### src/rtl/core/lnsg_pkg.sv
// Shared widths, reset values and register indexes for the lattice neighbor site generator.
// Depends on nothing; every other source file refers to it, by scoped names or by import.
package lnsg_pkg;

  // Field widths of the channels.
  localparam int unsigned COORD_W = 10;
  localparam int unsigned ORD_W   = 11;
  localparam int unsigned SIZE_W  = 11;
  localparam int unsigned CFG_W   = 11;
  localparam int unsigned IDX_W   = 2;

  // Default clamp for the lattice side.
  localparam int unsigned SIDE_MAX_DEF = 1024;

  // Configuration register indexes.
  typedef enum logic [IDX_W-1:0] {
    REG_LATTICE_KIND = 2'd0,
    REG_PERIODIC     = 2'd1,
    REG_SIZE_X       = 2'd2,
    REG_SIZE_Y       = 2'd3
  } reg_idx_t;

  // Register values after reset.
  localparam logic              RST_LATTICE_KIND = 1'b1;
  localparam logic              RST_PERIODIC     = 1'b0;
  localparam logic [SIZE_W-1:0] RST_SIZE_X       = 11'd16;
  localparam logic [SIZE_W-1:0] RST_SIZE_Y       = 11'd16;

endpackage

### src/rtl/core/lnsg_if.sv
// Valid/ready channel interfaces of the lattice neighbor site generator: query input,
// neighbor result output and configuration write. Depends on lnsg_pkg for field widths.

interface lnsg_in_if;
  logic                          valid;
  logic                          ready;
  logic [lnsg_pkg::COORD_W-1:0]  pos_x;
  logic [lnsg_pkg::COORD_W-1:0]  pos_y;
  logic [lnsg_pkg::ORD_W-1:0]    order;

  modport source (output valid, output pos_x, output pos_y, output order, input ready);
  modport sink   (input valid, input pos_x, input pos_y, input order, output ready);
endinterface

interface lnsg_out_if;
  logic                          valid;
  logic                          ready;
  logic [lnsg_pkg::COORD_W-1:0]  nbr_x;
  logic [lnsg_pkg::COORD_W-1:0]  nbr_y;
  logic                          found;
  logic                          last;

  modport source (output valid, output nbr_x, output nbr_y, output found, output last,
                  input ready);
  modport sink   (input valid, input nbr_x, input nbr_y, input found, input last,
                  output ready);
endinterface

interface lnsg_cfg_if;
  logic                          valid;
  logic                          ready;
  logic [lnsg_pkg::IDX_W-1:0]    index;
  logic [lnsg_pkg::CFG_W-1:0]    data;

  modport source (output valid, output index, output data, input ready);
  modport sink   (input valid, input index, input data, output ready);
endinterface

### src/rtl/core/lattice_neighbor_site_generator.sv
// Lattice neighbor site generator: pipelined modulo stages and a result serializer.
// Depends on lnsg_pkg and the channel interfaces in lnsg_if.sv.
//
// Usage: a query (pos_x, pos_y, order) is transferred on in_ch. The block lists the
// neighbor sites of that order on the configured chain or square lattice, with open or
// periodic boundaries, one site per transfer on out_ch; last marks the final result of
// a query. If no neighbor exists, one result with found=0 and zero coordinates is sent.
// Configuration registers are written on cfg_ch, which is always ready; writes are
// expected only while no query is in flight.
// A query passes the input stage, the remainder stages and the bundle stage; its results
// then leave through the output register, one per cycle on out_ch while the receiver is
// ready. A query yields one to four results (two on a chain, four on a square when all
// sites exist); the single output register is the limit. The pipeline holds up to six more.
// The pipeline is a register-to-register chain: an input stage, four stages of a
// three-bit-per-stage remainder unit (coordinates and offset modulo the sides), a
// bundle stage that holds the up to four candidate sites, and the output register.
// Reset clears all valid bits and loads the register defaults: square lattice, open
// boundaries, 16 by 16 sites. When the receiver stalls, every stage holds its item and
// in_ch.ready falls once the pipeline is full; nothing is dropped or repeated.
module lattice_neighbor_site_generator #(
  parameter int unsigned SIDE_MAX = lnsg_pkg::SIDE_MAX_DEF
) (
  input  logic      clk,
  input  logic      rst_n,
  lnsg_in_if.sink   in_ch,
  lnsg_out_if.source out_ch,
  lnsg_cfg_if.sink  cfg_ch
);

  localparam int unsigned CW  = lnsg_pkg::COORD_W;
  localparam int unsigned OW  = lnsg_pkg::ORD_W;
  localparam int unsigned SW  = lnsg_pkg::SIZE_W;
  localparam int unsigned SIZE_LIM = (1 << SW) - 1;
  localparam int unsigned CLAMP_I  = (SIDE_MAX < SIZE_LIM) ? SIDE_MAX : SIZE_LIM;
  localparam logic [SW-1:0] SIDE_CLAMP = SW'(CLAMP_I);

  // Remainder unit geometry: dividend width covers the order and a padding bit.
  localparam int unsigned DIV_W      = OW + 1;
  localparam int unsigned DIV_STEPS  = 3;
  localparam int unsigned DIV_STAGES = DIV_W / DIV_STEPS;
  localparam int unsigned NST        = DIV_STAGES + 1;
  localparam int unsigned SLOTS      = 4;

  typedef struct packed {
    logic [CW-1:0] px;
    logic [CW-1:0] py;
    logic [OW-1:0] k;
    logic [SW-1:0] nx;
    logic [SW-1:0] ny;
    logic          chain;
    logic          odd;
  } item_t;

  typedef struct packed {
    logic [SW-1:0] rpx;
    logic [SW-1:0] rpy;
    logic [SW-1:0] rkx;
    logic [SW-1:0] rky;
  } rem_t;

  typedef struct packed {
    logic [CW-1:0] plus;
    logic [CW-1:0] minus;
    logic [CW-1:0] zero;
    logic          ok_plus;
    logic          ok_minus;
    logic          ok_zero;
  } axis_t;

  // Side clamp: zero acts as one, above the limit acts as the limit.
  function automatic logic [SW-1:0] side_of(input logic [SW-1:0] s);
    logic [SW-1:0] r;
    if (s == '0) begin
      r = SW'(1);
    end else if (s > SIDE_CLAMP) begin
      r = SIDE_CLAMP;
    end else begin
      r = s;
    end
    return r;
  endfunction

  // One restoring remainder step: shift in a dividend bit, subtract the side if it fits.
  function automatic logic [SW-1:0] mod_step(input logic [SW-1:0] rem, input logic b,
                                             input logic [SW-1:0] d);
    logic [SW:0] t;
    t = {rem, b};
    if (t >= {1'b0, d}) begin
      t = t - {1'b0, d};
    end
    return t[SW-1:0];
  endfunction

  // Candidate coordinates along one axis for the plus, minus and zero offsets.
  function automatic axis_t axis_sites(input logic per, input logic [CW-1:0] p,
                                       input logic [OW-1:0] k, input logic [SW-1:0] n,
                                       input logic [SW-1:0] rp, input logic [SW-1:0] rk);
    axis_t a;
    logic [SW:0] sum;
    logic [SW:0] dif;
    logic [SW:0] osum;
    if (per) begin
      sum = {1'b0, rp} + {1'b0, rk};
      if (sum >= {1'b0, n}) begin
        sum = sum - {1'b0, n};
      end
      dif = {1'b0, rp} - {1'b0, rk};
      if (dif[SW]) begin
        dif = dif + {1'b0, n};
      end
      a.plus     = sum[CW-1:0];
      a.minus    = dif[CW-1:0];
      a.zero     = rp[CW-1:0];
      a.ok_plus  = 1'b1;
      a.ok_minus = 1'b1;
      a.ok_zero  = 1'b1;
    end else begin
      osum       = {{(SW+1-CW){1'b0}}, p} + {1'b0, k};
      dif        = {{(SW+1-CW){1'b0}}, p} - {1'b0, k};
      a.plus     = osum[CW-1:0];
      a.minus    = dif[CW-1:0];
      a.zero     = p;
      a.ok_plus  = osum < {1'b0, n};
      // A query site beyond the side can still land beyond it after stepping down.
      a.ok_minus = !dif[SW] && (dif < {1'b0, n});
      a.ok_zero  = {{(SW-CW){1'b0}}, p} < n;
    end
    return a;
  endfunction

  // Configuration registers.
  logic          lattice_kind_r;
  logic          periodic_r;
  logic [SW-1:0] size_x_r;
  logic [SW-1:0] size_y_r;

  assign cfg_ch.ready = 1'b1;

  always_ff @(posedge clk) begin
    if (!rst_n) begin
      lattice_kind_r <= lnsg_pkg::RST_LATTICE_KIND;
      periodic_r     <= lnsg_pkg::RST_PERIODIC;
      size_x_r       <= lnsg_pkg::RST_SIZE_X;
      size_y_r       <= lnsg_pkg::RST_SIZE_Y;
    end else if (cfg_ch.valid) begin
      unique case (lnsg_pkg::reg_idx_t'(cfg_ch.index))
        lnsg_pkg::REG_LATTICE_KIND: lattice_kind_r <= cfg_ch.data[0];
        lnsg_pkg::REG_PERIODIC:     periodic_r     <= cfg_ch.data[0];
        lnsg_pkg::REG_SIZE_X:       size_x_r       <= cfg_ch.data[SW-1:0];
        lnsg_pkg::REG_SIZE_Y:       size_y_r       <= cfg_ch.data[SW-1:0];
      endcase
    end
  end

  // Pipeline stage storage; stage 0 is the input stage, the rest run the remainder unit.
  logic  st_v_r    [NST];
  item_t st_item_r [NST];
  rem_t  st_rem_r  [NST];
  logic [NST:0] rdy;

  logic bundle_ready;
  assign rdy[NST] = bundle_ready;

  for (genvar j = 0; j < NST; j++) begin : g_rdy
    assign rdy[j] = !st_v_r[j] || rdy[j+1];
  end

  assign in_ch.ready = rdy[0];

  // Input stage: decode the offset and clamp the sides.
  item_t in_item;
  logic [OW-1:0] half_ord;

  always_comb begin
    half_ord        = {1'b0, in_ch.order[OW-1:1]};
    in_item.px      = in_ch.pos_x;
    in_item.py      = in_ch.pos_y;
    in_item.chain   = !lattice_kind_r;
    in_item.odd     = in_ch.order[0];
    in_item.nx      = side_of(size_x_r);
    in_item.ny      = side_of(size_y_r);
    if (!lattice_kind_r) begin
      in_item.k = in_ch.order;
    end else if (in_ch.order[0]) begin
      in_item.k = half_ord + OW'(1);
    end else begin
      in_item.k = half_ord;
    end
  end

  always_ff @(posedge clk) begin
    if (!rst_n) begin
      st_v_r[0] <= 1'b0;
    end else if (rdy[0]) begin
      st_v_r[0] <= in_ch.valid;
    end
  end

  always_ff @(posedge clk) begin
    if (in_ch.valid && rdy[0]) begin
      st_item_r[0] <= in_item;
      st_rem_r[0]  <= '0;
    end
  end

  // Remainder stages: each takes three dividend bits of all four remainders.
  for (genvar j = 1; j < NST; j++) begin : g_div
    rem_t              rem_nxt;
    logic [DIV_W-1:0]  dpx;
    logic [DIV_W-1:0]  dpy;
    logic [DIV_W-1:0]  dk;

    always_comb begin
      int idx;
      dpx     = {{(DIV_W-CW){1'b0}}, st_item_r[j-1].px};
      dpy     = {{(DIV_W-CW){1'b0}}, st_item_r[j-1].py};
      dk      = {{(DIV_W-OW){1'b0}}, st_item_r[j-1].k};
      rem_nxt = st_rem_r[j-1];
      for (int s = 0; s < DIV_STEPS; s++) begin
        idx = DIV_W - 1 - (DIV_STEPS * (j - 1) + s);
        rem_nxt.rpx = mod_step(rem_nxt.rpx, dpx[idx], st_item_r[j-1].nx);
        rem_nxt.rpy = mod_step(rem_nxt.rpy, dpy[idx], st_item_r[j-1].ny);
        rem_nxt.rkx = mod_step(rem_nxt.rkx, dk[idx], st_item_r[j-1].nx);
        rem_nxt.rky = mod_step(rem_nxt.rky, dk[idx], st_item_r[j-1].ny);
      end
    end

    always_ff @(posedge clk) begin
      if (!rst_n) begin
        st_v_r[j] <= 1'b0;
      end else if (rdy[j]) begin
        st_v_r[j] <= st_v_r[j-1];
      end
    end

    always_ff @(posedge clk) begin
      if (st_v_r[j-1] && rdy[j]) begin
        st_item_r[j] <= st_item_r[j-1];
        st_rem_r[j]  <= rem_nxt;
      end
    end
  end

  // Site assembly from the final remainders.
  axis_t ax;
  axis_t ay;
  logic [CW-1:0]    cand_x [SLOTS];
  logic [CW-1:0]    cand_y [SLOTS];
  logic [SLOTS-1:0] cand_ok;

  always_comb begin
    ax = axis_sites(periodic_r, st_item_r[NST-1].px, st_item_r[NST-1].k,
                    st_item_r[NST-1].nx, st_rem_r[NST-1].rpx, st_rem_r[NST-1].rkx);
    ay = axis_sites(periodic_r, st_item_r[NST-1].py, st_item_r[NST-1].k,
                    st_item_r[NST-1].ny, st_rem_r[NST-1].rpy, st_rem_r[NST-1].rky);
    for (int s = 0; s < SLOTS; s++) begin
      cand_y[s] = '0;
    end
    if (st_item_r[NST-1].chain) begin
      // Chain: minus side first, then plus side.
      cand_x[0] = ax.minus;
      cand_x[1] = ax.plus;
      cand_x[2] = ax.zero;
      cand_x[3] = ax.zero;
      cand_ok   = {1'b0, 1'b0, ax.ok_plus, ax.ok_minus};
    end else if (st_item_r[NST-1].odd) begin
      // Axial sites: +x, -x, +y, -y.
      cand_x[0] = ax.plus;   cand_y[0] = ay.zero;
      cand_x[1] = ax.minus;  cand_y[1] = ay.zero;
      cand_x[2] = ax.zero;   cand_y[2] = ay.plus;
      cand_x[3] = ax.zero;   cand_y[3] = ay.minus;
      cand_ok   = {ax.ok_zero & ay.ok_minus, ax.ok_zero & ay.ok_plus,
                   ax.ok_minus & ay.ok_zero, ax.ok_plus & ay.ok_zero};
    end else begin
      // Diagonal sites: (+,+), (-,+), (+,-), (-,-).
      cand_x[0] = ax.plus;   cand_y[0] = ay.plus;
      cand_x[1] = ax.minus;  cand_y[1] = ay.plus;
      cand_x[2] = ax.plus;   cand_y[2] = ay.minus;
      cand_x[3] = ax.minus;  cand_y[3] = ay.minus;
      cand_ok   = {ax.ok_minus & ay.ok_minus, ax.ok_plus & ay.ok_minus,
                   ax.ok_minus & ay.ok_plus, ax.ok_plus & ay.ok_plus};
    end
  end

  // Bundle stage: holds the candidate sites and the mask of results still to send.
  logic [CW-1:0]    bx_r [SLOTS];
  logic [CW-1:0]    by_r [SLOTS];
  logic             bfound_r;
  logic [SLOTS-1:0] pend_r;
  logic [SLOTS-1:0] pend_after;
  logic [1:0]       sel;
  logic             out_free;
  logic             emit;
  logic             bundle_load;

  logic             out_valid_r;
  logic [CW-1:0]    out_x_r;
  logic [CW-1:0]    out_y_r;
  logic             out_found_r;
  logic             out_last_r;

  always_comb begin
    if (pend_r[0]) begin
      sel = 2'd0;
    end else if (pend_r[1]) begin
      sel = 2'd1;
    end else if (pend_r[2]) begin
      sel = 2'd2;
    end else begin
      sel = 2'd3;
    end
  end

  assign pend_after   = pend_r & (pend_r - SLOTS'(1));
  assign out_free     = !out_valid_r || out_ch.ready;
  assign emit         = out_free && (pend_r != '0);
  assign bundle_ready = (pend_r == '0) || (emit && (pend_after == '0));
  assign bundle_load  = st_v_r[NST-1] && bundle_ready;

  always_ff @(posedge clk) begin
    if (!rst_n) begin
      pend_r <= '0;
    end else if (bundle_load) begin
      pend_r <= (cand_ok != '0) ? cand_ok : SLOTS'(1);
    end else if (emit) begin
      pend_r <= pend_after;
    end
  end

  // With no neighbor, slot zero carries the empty result.
  always_ff @(posedge clk) begin
    if (bundle_load) begin
      bfound_r <= (cand_ok != '0);
      for (int s = 0; s < SLOTS; s++) begin
        bx_r[s] <= (cand_ok != '0) ? cand_x[s] : '0;
        by_r[s] <= (cand_ok != '0) ? cand_y[s] : '0;
      end
    end
  end

  // Output register: one transfer per cycle while results are pending and the receiver is ready.
  always_ff @(posedge clk) begin
    if (!rst_n) begin
      out_valid_r <= 1'b0;
    end else if (out_free) begin
      out_valid_r <= emit;
    end
  end

  always_ff @(posedge clk) begin
    if (emit) begin
      out_x_r     <= bx_r[sel];
      out_y_r     <= by_r[sel];
      out_found_r <= bfound_r;
      out_last_r  <= (pend_after == '0);
    end
  end

  assign out_ch.valid = out_valid_r;
  assign out_ch.nbr_x = out_x_r;
  assign out_ch.nbr_y = out_y_r;
  assign out_ch.found = out_found_r;
  assign out_ch.last  = out_last_r;

endmodule

### src/flat_wrapper.sv
// flat-port wrapper written by rule: the top's interface ports become plain ports
module lattice_neighbor_site_generator_flat 
#(
  parameter int unsigned SIDE_MAX = lnsg_pkg::SIDE_MAX_DEF
)
  (clk, rst_n, in_ch_valid, in_ch_pos_x, in_ch_pos_y, in_ch_order, in_ch_ready, out_ch_valid, out_ch_nbr_x, out_ch_nbr_y, out_ch_found, out_ch_last, out_ch_ready, cfg_ch_valid, cfg_ch_index, cfg_ch_data, cfg_ch_ready);
  lnsg_in_if in_ch_i ();
  lnsg_out_if out_ch_i ();
  lnsg_cfg_if cfg_ch_i ();
  input  logic clk;
  input  logic rst_n;
  input wire logic [$bits(in_ch_i.valid)-1:0] in_ch_valid;
  input wire logic [$bits(in_ch_i.pos_x)-1:0] in_ch_pos_x;
  input wire logic [$bits(in_ch_i.pos_y)-1:0] in_ch_pos_y;
  input wire logic [$bits(in_ch_i.order)-1:0] in_ch_order;
  output wire logic [$bits(in_ch_i.ready)-1:0] in_ch_ready;
  output wire logic [$bits(out_ch_i.valid)-1:0] out_ch_valid;
  output wire logic [$bits(out_ch_i.nbr_x)-1:0] out_ch_nbr_x;
  output wire logic [$bits(out_ch_i.nbr_y)-1:0] out_ch_nbr_y;
  output wire logic [$bits(out_ch_i.found)-1:0] out_ch_found;
  output wire logic [$bits(out_ch_i.last)-1:0] out_ch_last;
  input wire logic [$bits(out_ch_i.ready)-1:0] out_ch_ready;
  input wire logic [$bits(cfg_ch_i.valid)-1:0] cfg_ch_valid;
  input wire logic [$bits(cfg_ch_i.index)-1:0] cfg_ch_index;
  input wire logic [$bits(cfg_ch_i.data)-1:0] cfg_ch_data;
  output wire logic [$bits(cfg_ch_i.ready)-1:0] cfg_ch_ready;
  assign in_ch_i.valid = in_ch_valid;
  assign in_ch_i.pos_x = in_ch_pos_x;
  assign in_ch_i.pos_y = in_ch_pos_y;
  assign in_ch_i.order = in_ch_order;
  assign in_ch_ready = in_ch_i.ready;
  assign out_ch_valid = out_ch_i.valid;
  assign out_ch_nbr_x = out_ch_i.nbr_x;
  assign out_ch_nbr_y = out_ch_i.nbr_y;
  assign out_ch_found = out_ch_i.found;
  assign out_ch_last = out_ch_i.last;
  assign out_ch_i.ready = out_ch_ready;
  assign cfg_ch_i.valid = cfg_ch_valid;
  assign cfg_ch_i.index = cfg_ch_index;
  assign cfg_ch_i.data = cfg_ch_data;
  assign cfg_ch_ready = cfg_ch_i.ready;
  lattice_neighbor_site_generator #(.SIDE_MAX(SIDE_MAX)) u_core (.clk(clk), .rst_n(rst_n), .in_ch(in_ch_i), .out_ch(out_ch_i), .cfg_ch(cfg_ch_i));
endmodule
### config.mk
export PLATFORM = sky130hd
export DESIGN_NAME = lattice_neighbor_site_generator_flat
export DESIGN_NICKNAME = d
export VERILOG_FILES = /design/src/rtl/core/lnsg_pkg.sv /design/src/rtl/core/lnsg_if.sv /design/src/rtl/core/lattice_neighbor_site_generator.sv /design/src/flat_wrapper.sv
export SDC_FILE = /design/constraint.sdc
export NUM_CORES = 2
export LEC_CHECK = 0
export BUFFER_PORTS_ARGS = -buffer_cell sky130_fd_sc_hd__buf_2
export CORE_UTILIZATION = 45
export CTS_CLUSTER_SIZE = 20
export DETAILED_ROUTE_END_ITERATION = 8
export PLACE_DENSITY = 0.64
export SYNTH_ARGS = -nofsm -noshare
export SYNTH_HDL_FRONTEND = slang
export SYNTH_SLANG_ARGS = --single-unit
### constraint.sdc
create_clock -name clk -period 8.4 [get_ports clk]
set_input_delay 1.26 -clock clk [delete_from_list [all_inputs] [get_ports clk]]
set_output_delay 1.26 -clock clk [all_outputs]
set_load 0.1 [all_outputs]
==> flow_results.xml <==
<?xml version="1.0" encoding="UTF-8"?>
<metrics>
  <group name="timing">
    <metric name="finalSetupViolCount" unit="">0</metric>
    <metric name="grt_setup_unrepaired" unit="">false</metric>
    <metric name="drv_slew" unit="">0</metric>
    <metric name="min_period_over_period" unit="">0.953</metric>
    <metric name="worstMarginPinSlew" unit="ps">1050</metric>
    <metric name="timing.final.ws_setup" unit="ps">391</metric>
    <metric name="hold_violations" unit="">0</metric>
    <metric name="timing.fmax" unit="GHz">0.125</metric>
    <metric name="max_slew_margin" unit="">0.297</metric>
    <metric name="setup_total_negative_slack" unit="ps">0</metric>
    <metric name="timing.hold.ws" unit="ps">386</metric>
    <metric name="final.min_clock_period" unit="ps">8010</metric>
    <metric name="worst_clock_skew" unit="ps">37.5</metric>
  </group>
  <group name="critical_path">
    <metric name="cp_num_buf_inv" unit="">4</metric>
    <metric name="startpoint_type_of_the_worst_setup_path" unit="">flip-flop</metric>
    <metric name="critPathMaxStageDelay" unit="ps">430</metric>
    <metric name="worstSetupPathType" unit="">flip-flop to flip-flop</metric>
    <metric name="cp_num_cells" unit="">31</metric>
    <metric name="crit_path_max_delay_family" unit="">compound AO/OA/AOI/OAI gates</metric>
    <metric name="critPathSlowestCell" unit="">edfxtp_1</metric>
    <metric name="critical_path_peak_fanout" unit="">9</metric>
    <metric name="worstRegToRegCells" unit="">31</metric>
    <metric name="setup_crit_end_kind" unit="">flip-flop</metric>
    <metric name="worst-endpoint-arrival" unit="ps">8390</metric>
    <metric name="worstPathRequired" unit="ps">8780</metric>
  </group>
  <group name="logic_synthesis">
    <metric name="synthMostInstantiatedCell" unit="">ha_1</metric>
    <metric name="synth-async-reset-ratio" unit="">0</metric>
    <metric name="seq_area_frac_synth" unit="">0.323</metric>
    <metric name="synth_top_area_share" unit="">0.312</metric>
    <metric name="syn-instance-count" unit="">5526</metric>
    <metric name="cell_accounting_for_the_most_synthesized_area" unit="">edfxtp_1</metric>
    <metric name="synthesis.area_per_instance" unit="µm²">9.54</metric>
    <metric name="ys_ff_latch" unit="">578</metric>
    <metric name="synth-edff-count" unit="">548</metric>
    <metric name="synthTopCellsByArea" unit="">edfxtp_1, ha_1, mux2_2, xnor2_1, a21oi_1</metric>
    <metric name="ys_types" unit="">93</metric>
    <metric name="synth.cell_area" unit="µm²">52700</metric>
    <metric name="synth.cells.most_frequent" unit="">ha_1, edfxtp_1, nor2_1, inv_1, a21oi_1</metric>
    <metric name="synthesis.yosys.warnings" unit="">0</metric>
    <metric name="synth_ff_type" unit="">edfxtp_1</metric>
  </group>
  <group name="global_route">
    <metric name="grt_max_degree" unit="">94</metric>
    <metric name="grt_overflow" unit="">0</metric>
    <metric name="grt.total_usage" unit="">0.226</metric>
    <metric name="grt_first_pass_wirelength" unit="µm">213000</metric>
    <metric name="number_of_global_route_vias_before_repair" unit="">39500</metric>
    <metric name="antenna_found_initial" unit="">8</metric>
  </group>
  <group name="finish">
    <metric name="filler_cell_count" unit="">10700</metric>
    <metric name="nNetsFinal" unit="">6382</metric>
    <metric name="post-route-cell-area" unit="µm²">57600</metric>
    <metric name="fin_util" unit="">0.496</metric>
    <metric name="final_cell_count_no_fill" unit="">7215</metric>
    <metric name="area_growth_syn_to_layout" unit="%">9.26</metric>
    <metric name="drive_above_1_share" unit="">0.111</metric>
  </group>
  <group name="power">
    <metric name="total_power" unit="mW">17.3</metric>
    <metric name="ir_drop" unit="mV">0.186</metric>
    <metric name="share_clk_of_total_power" unit="">0.177</metric>
    <metric name="powerDensity" unit="nW/µm²">300</metric>
    <metric name="power.net_switching" unit="mW">6.84</metric>
    <metric name="sw_frac_of_total" unit="">0.396</metric>
    <metric name="p_int" unit="mW">10.4</metric>
    <metric name="leakage" unit="nW">23.7</metric>
    <metric name="combPwrFrac" unit="">0.599</metric>
    <metric name="pwr-share-seq" unit="">0.224</metric>
  </group>
  <group name="floorplanning">
    <metric name="row_count" unit="">125</metric>
    <metric name="die_width" unit="µm">344</metric>
    <metric name="core_area" unit="µm²">116000</metric>
    <metric name="io-pin-count" unit="">74</metric>
    <metric name="dieHeight" unit="µm">344</metric>
    <metric name="dieArea" unit="µm²">119000</metric>
    <metric name="initial_core_util" unit="">0.454</metric>
  </group>
  <group name="clock_tree">
    <metric name="clk_pin_slew_worst_paths" unit="ps">60</metric>
    <metric name="root_buffer" unit="">clkbuf_16</metric>
    <metric name="clock-sinks" unit="">578</metric>
    <metric name="clk-insertion-delay-late" unit="ps">650</metric>
    <metric name="max-clock-path-buffers" unit="">3</metric>
    <metric name="tritoncts_clock_tree" unit="">done</metric>
    <metric name="htree_num_levels" unit="">3</metric>
    <metric name="inserted_clock_buffers" unit="">70</metric>
  </group>
  <group name="place">
    <metric name="hpwlAfterDp" unit="µm">108000</metric>
    <metric name="preCtsSetupSlack" unit="ps">323</metric>
    <metric name="place_area" unit="µm²">55200</metric>
    <metric name="buffer_ports.inserted" unit="">72</metric>
    <metric name="place.gp.congestion" unit="">0.952</metric>
    <metric name="placedCellCount" unit="">7076</metric>
  </group>
  <group name="drt">
    <metric name="drtIter0Drc" unit="">2612</metric>
    <metric name="route.detailed.drc" unit="">0</metric>
    <metric name="detail_route.vias_per_cell" unit="">5.71</metric>
    <metric name="vias" unit="">41200</metric>
    <metric name="wl" unit="µm">136000</metric>
    <metric name="antenna_violating_nets_post_route" unit="">0</metric>
    <metric name="firstDrtPassIters" unit="">5</metric>
    <metric name="wl_per_cell" unit="µm">18.8</metric>
  </group>
  <group name="status">
    <metric name="status" unit="">finished clean</metric>
  </group>
  <group name="worst_hold_path">
    <metric name="whs_path_depth" unit="">0</metric>
    <metric name="min_path_type" unit="">flip-flop to flip-flop</metric>
  </group>
  <group name="flow_run">
    <metric name="cap_viol_max_count" unit="">0</metric>
  </group>
</metrics>
-- layer usage --
metal,up-vias,global-route usage,wire [µm]
li1,20600,-,-
met1,19400,0.307,63500
met2,877,0.372,61900
met3,234,0.0274,5650
met4,8,0.0772,4730
met5,-,0,45
-- flip-flops by register name, summed over array words and instances, names as in the netlist, 4 cells and up --
signal and cells:
u_core.size_y_r 11, u_core.by_r 30, u_core.bx_r 40, u_core.st_rem_r 176
u_core.out_ch.nbr_x 10, u_core.pend_r 4, u_core.st_item_r 275, u_core.out_ch.nbr_y 10
u_core.st_v_r 5, u_core.size_x_r 11
-- power by group through the flow --
| stage | Clock, mW | Sequential (mW) | Combinational, mW |
|---|---|---|---|
| floorplan | 0 | 3.87 | 8.25 |
| global placement | 0 | 3.92 | 9.99 |
| detailed placement | 0 | 3.93 | 10.1 |
| CTS | 3.13 | 3.87 | 10.3 |
| global route | 3.23 | 3.88 | 11.5 |
| finish | 3.06 | 3.87 | 10.3 |
-- final cells by class --
cell class / count / area (µm²) / area share
multi-input cells: 4393 / 33600 / 0.583
flip-flops and latches: 578 / 17100 / 0.296
well taps: 1524 / 1910 / 0.0331
clock buffers: 79 / 1860 / 0.0323
inverters: 415 / 1560 / 0.0270
repair buffers: 172 / 1140 / 0.0197
clock inverters: 49 / 467 / 0.00810
diodes: 5 / 12.5 / 0.000217
-- logic make-up after synthesis --
kind of cell | count (synthesis) | synth area share
muxes | 413 | 0.0866
other | 2 | 0.000142
adders and majority gates | 704 | 0.175
AOI/OAI and AO/OA | 1328 | 0.165
and+or+nand+nor | 1524 | 0.140
buffers and inverters | 562 | 0.0405
DFF | 578 | 0.323
xor gates and xnor gates | 415 | 0.0689
-- what timing repair did --
action | in CTS | in global routing
setup buffers | 0 | 6
resized for setup | 0 | 4
hold buffers | 0 | 0
endpoints found under the setup margin | 0 | 39
-- layout by cell type (no fill, tap or decap), types with 99 or more instances in the layout --
master and n:
ha_1 649, edfxtp_1 548, nor2_1 444, inv_1 414
a21oi_1 391, nand2_1 340, xnor2_1 269, o21ai_0 248
mux2_2 248, mux2i_1 150, xor2_1 146, nor3_1 131
nor2b_1 118, a21o_1 99
-- worst register-to-register path, delay by kind of cell, from the launching register on --
kind,cells,cell delay (ps)
DFF,1,430
AOI/OAI and AO/OA,14,3010
muxes,4,1170
adders and majority gates,4,1320
and+or+nand+nor,5,1130
buffers and inverters,4,700
-- worst paths after layout --
| path | from | end | slack [ps] |
|---|---|---|---|
| worst min register to register | u_core.st_item_r[0][165] | u_core.st_item_r[0][220] | 390 |
| worst min-delay path | u_core.st_item_r[0][165] | u_core.st_item_r[0][220] | 390 |
| worst max-delay path | u_core.st_item_r[0][191] | u_core.st_rem_r[0][195] | 390 |
| worst max register to register | u_core.st_item_r[0][191] | u_core.st_rem_r[0][195] | 390 |
Note: power is estimated with default switching activity, not from simulation.
